--- config.mk ---
export PLATFORM = sky130hd
export DESIGN_NAME = rbe_div
export DESIGN_NICKNAME = d
export VERILOG_FILES = /design/src/design/rbe_pkg.sv /design/src/design/rbe_div.sv
export SDC_FILE = /design/constraint.sdc
export NUM_CORES = 2
export LEC_CHECK = 0
export BUFFER_PORTS_ARGS = -buffer_cell sky130_fd_sc_hd__buf_4
export CORE_MARGIN = 2
export CORE_UTILIZATION = 49
export DETAILED_ROUTE_END_ITERATION = 10
export GPL_ROUTABILITY_DRIVEN = 0
export SYNTH_ARGS = -nofsm -noshare
export SYNTH_HDL_FRONTEND = slang
export SYNTH_SLANG_ARGS = --single-unit
--- constraint.sdc ---
create_clock -name clk -period 40.7 [get_ports clk]
set_input_delay 2.035 -clock clk [delete_from_list [all_inputs] [get_ports clk]]
set_output_delay 2.035 -clock clk [all_outputs]
set_load 0.005 [all_outputs]
--- src/design/rbe_pkg.sv ---
// Shared constants for the ray / box entry point block.
package rbe_pkg;

	// Quotient bits resolved per divider pipeline stage
	localparam int DIV_STEP = 4;

	// Configuration register indexes
	localparam int CFG_IDX_W = 3;
	localparam logic [CFG_IDX_W-1:0] REG_BOX_MIN_X = 3'd0;
	localparam logic [CFG_IDX_W-1:0] REG_BOX_MIN_Y = 3'd1;
	localparam logic [CFG_IDX_W-1:0] REG_BOX_MIN_Z = 3'd2;
	localparam logic [CFG_IDX_W-1:0] REG_BOX_MAX_X = 3'd3;
	localparam logic [CFG_IDX_W-1:0] REG_BOX_MAX_Y = 3'd4;
	localparam logic [CFG_IDX_W-1:0] REG_BOX_MAX_Z = 3'd5;

	// Hit axis codes
	localparam logic [1:0] HIT_AXIS_Z = 2'd0;
	localparam logic [1:0] HIT_AXIS_Y = 2'd1;
	localparam logic [1:0] HIT_AXIS_X = 2'd2;

	// Face sign codes
	localparam logic [1:0] FACE_NONE = 2'b00;
	localparam logic [1:0] FACE_POS  = 2'b01;
	localparam logic [1:0] FACE_NEG  = 2'b11;

endpackage

--- src/design/rbe_div.sv ---
// Pipelined restoring divider with signed saturation of the quotient.
module rbe_div import rbe_pkg::*; #(
	parameter int W = 32
) (
	input  logic                clk,
	input  logic [2*W-1:0]      num,
	input  logic [W-1:0]        den,
	input  logic                neg,
	output logic signed [W-1:0] quo
);

	localparam int NST = (W + DIV_STEP - 1) / DIV_STEP;

	logic [W-1:0] rem_s [NST+1];
	logic [W-1:0] qb_s  [NST+1];
	logic [W-1:0] low_s [NST+1];
	logic [W-1:0] den_s [NST+1];
	logic         neg_s [NST+1];
	logic         ovf_s [NST+1];

	// Entry: quotient overflows W bits when the high half reaches the divisor
	always_ff @(posedge clk) begin
		rem_s[0] <= num[2*W-1:W];
		low_s[0] <= num[W-1:0];
		den_s[0] <= den;
		neg_s[0] <= neg;
		ovf_s[0] <= (num[2*W-1:W] >= den);
		qb_s[0]  <= '0;
	end

	for (genvar j = 0; j < NST; j++) begin : g_stage
		logic [W-1:0] rem_n;
		logic [W-1:0] qb_n;

		always_comb begin
			logic [W:0] t;
			logic [W-1:0] r;
			logic [W-1:0] q;
			r = rem_s[j];
			q = qb_s[j];
			t = '0;
			for (int s = 0; s < DIV_STEP; s++) begin
				if (j * DIV_STEP + s < W) begin
					t = {r, low_s[j][W-1-(j*DIV_STEP+s)]};
					if (t >= {1'b0, den_s[j]}) begin
						t = t - {1'b0, den_s[j]};
						q[W-1-(j*DIV_STEP+s)] = 1'b1;
					end
					r = t[W-1:0];
				end
			end
			rem_n = r;
			qb_n  = q;
		end

		always_ff @(posedge clk) begin
			rem_s[j+1] <= rem_n;
			qb_s[j+1]  <= qb_n;
			low_s[j+1] <= low_s[j];
			den_s[j+1] <= den_s[j];
			neg_s[j+1] <= neg_s[j];
			ovf_s[j+1] <= ovf_s[j];
		end
	end

	logic [W-1:0] lim;
	logic [W-1:0] mag;

	always_comb begin
		lim = neg_s[NST] ? {1'b1, {(W-1){1'b0}}} : {1'b0, {(W-1){1'b1}}};
		mag = (ovf_s[NST] || (qb_s[NST] > lim)) ? lim : qb_s[NST];
	end

	always_ff @(posedge clk) begin
		quo <= neg_s[NST] ? -mag : mag;
	end

endmodule
Word-level counts from Yosys, hierarchy flattened
Memories as Yosys holds them, arrays and structs flattened.
Index checks and enable logic that the tools add are counted.
{ "totals": {"word_cells": 142, "register_bits": 32, "output_inout_bits": 32, "memories": 6, "in_bits": 98, "ramBits": 1170} }
{ "classes": {"order_cmp": 34, "n_mux": 67, "n_reduce_logical": 1, "addsub": 33} }
{ "memory_table": {"columns": ["memory", "depth", "word_bits", "rd", "rd_clocked_by_memory_dff", "wr", "line_no", "text"], "rows": [
  ["den_s", 9, 32, 8, 0, 9, "rbe_div.sv:17", "logic [W-1:0] den_s [NST+1];"],
  ["low_s", 9, 32, 8, 0, 9, "rbe_div.sv:16", "logic [W-1:0] low_s [NST+1];"],
  ["qb_s", 9, 32, 9, 0, 9, "rbe_div.sv:15", "logic [W-1:0] qb_s [NST+1];"],
  ["rem_s", 9, 32, 8, 0, 9, "rbe_div.sv:14", "logic [W-1:0] rem_s [NST+1];"],
  ["neg_s", 9, 1, 9, 0, 9, "rbe_div.sv:18", "logic neg_s [NST+1];"],
  ["ovf_s", 9, 1, 9, 0, 9, "rbe_div.sv:19", "logic ovf_s [NST+1];"]
]} }
{ "ops": {"columns": ["cell", "count"], "rows": [
  ["32-bit two-way mux", 35],
  ["33-bit by 32-bit >= comparator with 1-bit output", 32],
  ["32-bit subtractor", 32],
  ["32-bit >= comparator", 1],
  ["32-bit greater-than comparator", 1],
  ["1-bit two-way mux", 32],
  ["32-bit negator", 1],
  ["1-bit logical OR", 1]
]} }

Longest topological paths before layout
{ "depth": {"depth_word": 8, "mapped_depth": 64, "ltp_nobuf": 59} }

Least setup slack after synthesis
No wires, ideal clock.
{ "synth_timing": {"path_type": "register -> register", "startpoint": "memory den_s[0][1]", "endpoint": "memory rem_s[1][23], in the netlist rem_s[0][55]", "setup_time_ns": 0.121, "stages_incl_launch_ff": 62, "t_arrival_ns": 13.034, "period_less_slack_ns": 13.155, "t_required_ns": 40.579, "path_buffers": 7, "path_slack_ns": 27.545, "cell_sequence": "dfxtp_1 inv_1 ha_1 nor2b_1 o21bai_1 a31oi_1 a31oi_1 o31a_1 o211a_1 a211oi_2 clkbuf_1 clkbuf_1 nand2_1 o21ai_0 inv_1 ha_1 nor2b_1 o211ai_1 [... 26 more ...] buf_1 mux2i_1 ha_1 nor2b_1 o211ai_1 a31oi_1 o21a_1 a211o_1 o21a_1 o311ai_1 a211oi_1 o31a_1 o21a_1 nor3_1 o21ai_0 a211oi_2 buf_2 mux2_2"} }
{ "synth_rtl": {"columns": ["item", "line_no"], "rows": [
  ["start, declared", "rbe_div.sv:17"],
  ["end, declared", "rbe_div.sv:14"]
]} }

==> flow_summary.toml <==
[routing]
drc = 0
routed_wl_mm = 251
via_count = 71900
drtPass1Iterations = 9
drtIter0Drc = 5801
wl_per_cell_um = 20.7
ant_nets = 0
vias_per_cell = 5.95

[clock_network]
cts_tree = "built"
worst_skew_pair.late_latency_ns = 0.75
ctsHoldBuffers = 0
numCtsBuffers = 94
clockBufferDepth = 3
cts.sinks = 850
root_buffer = "clkbuf_16"
cts.repair.resized = 0
clkSlewWorstSetupHoldPaths_ns = 0.06
post_cts_buffers = 0
h-tree-depth = 3

[die]
dieArea_um2 = 165000
rows = 147
start_util_pct = 49.3
coreArea_um2 = 161000
boundaryPins = 130
chipWidth_um = 406
die_y_um = 406

[timing]
fin_worst_skew_ns = 0.0520
fmax_ghz = 0.0631
finalHoldViolations = 0
rsz0062_at_grt = "false"
maxSlewHeadroom_pct = 28.9
worst_pin_slew_ns = 1.05
setup_tns_ns = 0
finalMaxSlewViolations = 0
period_minus_slack_ns = 15.85
whs_ns = 0.304
fin_crit_sh_pct = 38.9
setup_violations = 0

[setup_path]
reg2reg_to = "rem_s[0][246]$_DFF_P_"
rrSetupSlack_ns = 24.85
crit_fanout = 52
start_kind = "register"
max_stage_delay_ns = 0.73
cp.required_ns = 41.29
worstSetupPathType = "reg2reg"
cp_common_cell = "a21oi_1"
reg2reg_from = "den_s[0][193]$_DFF_P_"
end_kind = "register"
r2r_cells = 57
cp_num_buf_inv = 7
crit_path_top_delay_cell = "a2111oi_0"
worstPathArrival_ns = 16.44
critical-path-top-delay-family = "compound AO/OA/AOI/OAI gates"

[logic_synthesis]
syn_nets = 11000
synth_ff_type = "dfxtp_1"
synth_top_family_by_area = "compound AO/OA/AOI/OAI gates"
synth_compound_gate_area_share_pct = 25.3
synth_fa_ha_area_share_pct = 18.0
yosysWarnings = 0
synth_cell_types = 102
synthCells = 9781
yosysSeqAreaShare_pct = 21.5
ys_async_sr_fraction_pct = 0
synth_area_um2 = 79200
syn_area_per_cell_um2 = 8.10
synthMuxAreaShare_pct = 6.85
yosys.area_share.simple_pct = 15.0
synth-edff-count = 0
synthXorXnorAreaFrac_pct = 9.13
ys_seq_elements = 850

[hold_path]
holdPathStages = 0
min_path_type = "reg2reg"
worstHoldStart = "low_s[0][103]$_DFF_P_"
hold_end = "low_s[0][135]$_DFF_P_"

[placement]
io_buffer_count = 129
dp_hpwl_mm = 206

[cells_and_area]
n_fill_cell = 15400
finalNetCount = 11100
synthToLayoutAreaGrowth_pct = 8.21
final_layout_size_suffix_gt1_share_pct = 8.52

[global_routing]
grt_antenna_before_repair = 8
grt_overflow_total = 0
grt_first_pass_wirelength_mm = 381
grt_max_degree = 67
grt_usage_pct = 29.4
grt_pass1_vias = 68000

[outcome]
status = "finished clean"

[flow_run]
drv_cap = 0
==> how the worst max path moves through the flow <==
| stage | start | to | slack, ns | cells past startpoint |
|---|---|---|---|---|
| final | den_s[0][193]$_DFF_P_ | rem_s[0][246]$_DFF_P_ | 24.85 | 57 |
| after global routing | den_s[0][129]$_DFF_P_ | rem_s[0][191]$_DFF_P_ | 23.80 | 52 |
| after CTS | den_s[0][193]$_DFF_P_ | rem_s[0][234]$_DFF_P_ | 25.21 | 55 |
| after detailed placement | den_s[0][193]$_DFF_P_ | rem_s[0][246]$_DFF_P_ | 25.32 | 55 |
| after global placement | den_s[0][129]$_DFF_P_ | rem_s[0][191]$_DFF_P_ | 25.48 | 52 |
| after floorplan | den_s[0][1]$_DFF_P_ | rem_s[0][55]$_DFF_P_ | 27.55 | 61 |
==> placed cells by master, fill, tap and decap left out, drive strengths merged, types with 184 or more instances in the layout <==
cell type and instances:
ha 1089, a21oi 954, dfxtp 850, nand2 782
o21ai 761, inv 661, nor2 577, xnor2 548
a21o 502, mux2 397, xor2 277, nand3 184
==> cell type report <==
type | instances | area, µm² | share of cell area, %
clock inverters | 54 | 706 | 0.824
flip-flops and latches | 850 | 17000 | 19.9
repair buffers | 165 | 1240 | 1.45
multi-input cells | 8070 | 59000 | 68.8
well taps | 2160 | 2700 | 3.15
diodes | 17 | 42.5 | 0.0497
clock buffers | 119 | 2580 | 3.01
inverters | 651 | 2440 | 2.85
==> metrics by stage <==
stage | std cells | area [µm²] | worst slack (ns) | util, %
floorplan | 9781 | 79200 | 27.55 | -
global placement | 11900 | 82400 | 25.48 | 51.3
detailed placement | 11900 | 82400 | 25.32 | 51.3
CTS | 12100 | 85600 | 25.21 | 53.3
global route | 12100 | 85700 | 23.80 | 53.4
finish | 12100 | 85700 | 24.85 | 53.4
==> kinds of logic after synthesis <==
kind of cell,after synthesis
AO/OA/AOI/OAI,3172
XOR/XNOR,825
adder cells (fa/ha/maj),1120
buffers and inverters,861
flip-flops,850
multiplexers,481
AND/OR/NAND/NOR,2472
==> sequential cells by signal, summed over array words and instances, names as in the netlist <==
register	cells
neg_s	9
ovf_s	9
quo	32
rem_s	256
den_s	256
low_s	144
qb_s	144
==> cell usage after synthesis, types with 19 or more instances <==
cell type	number	area [µm²]
clkbuf_1	145	544
nand2b_1	158	988
a211o_1	36	315
nor2_1	577	2170
o221ai_1	36	315
o31ai_1	78	586
and3_1	56	350
a21o_1	502	3770
inv_1	641	2410
mux2_4	31	465
nor2b_1	137	857
nand4_1	145	907
o21a_1	151	1130
and2_1	45	282
o31a_1	32	280
dfxtp_1	850	17000
a211oi_1	66	495
xor2_1	277	2430
buf_1	19	71.3
a31o_2	24	210
and4_1	43	377
nor4_1	35	219
a31oi_1	90	563
nor3_1	169	846
buf_2	35	175
or3_1	48	300
a21oi_1	951	4760
mux2i_1	84	841
o21ai_1	19	95.1
a21boi_0	36	270
or2_2	31	194
a221oi_1	29	254
o21ai_0	740	3700
fa_1	31	621
nand2_1	782	2940
o21bai_1	122	916
ha_1	1089	13600
nand3_1	183	916
o211ai_1	50	375
xnor2_1	548	4800
mux2_2	366	4120
==> metal layers <==
metal / routed length, µm / up-vias / global-route usage, %
li1: - / 35800 / -
met4: 15400 / 0 / 17.2
met2: 117000 / 2157 / 50.0
met5: 0 / - / 0
met3: 12500 / 541 / 2.90
met1: 106000 / 33500 / 36.1
Power is left out: the tool's default activity adds up to more than one toggle a clock period on the data nets, which glitch-free logic cannot reach.
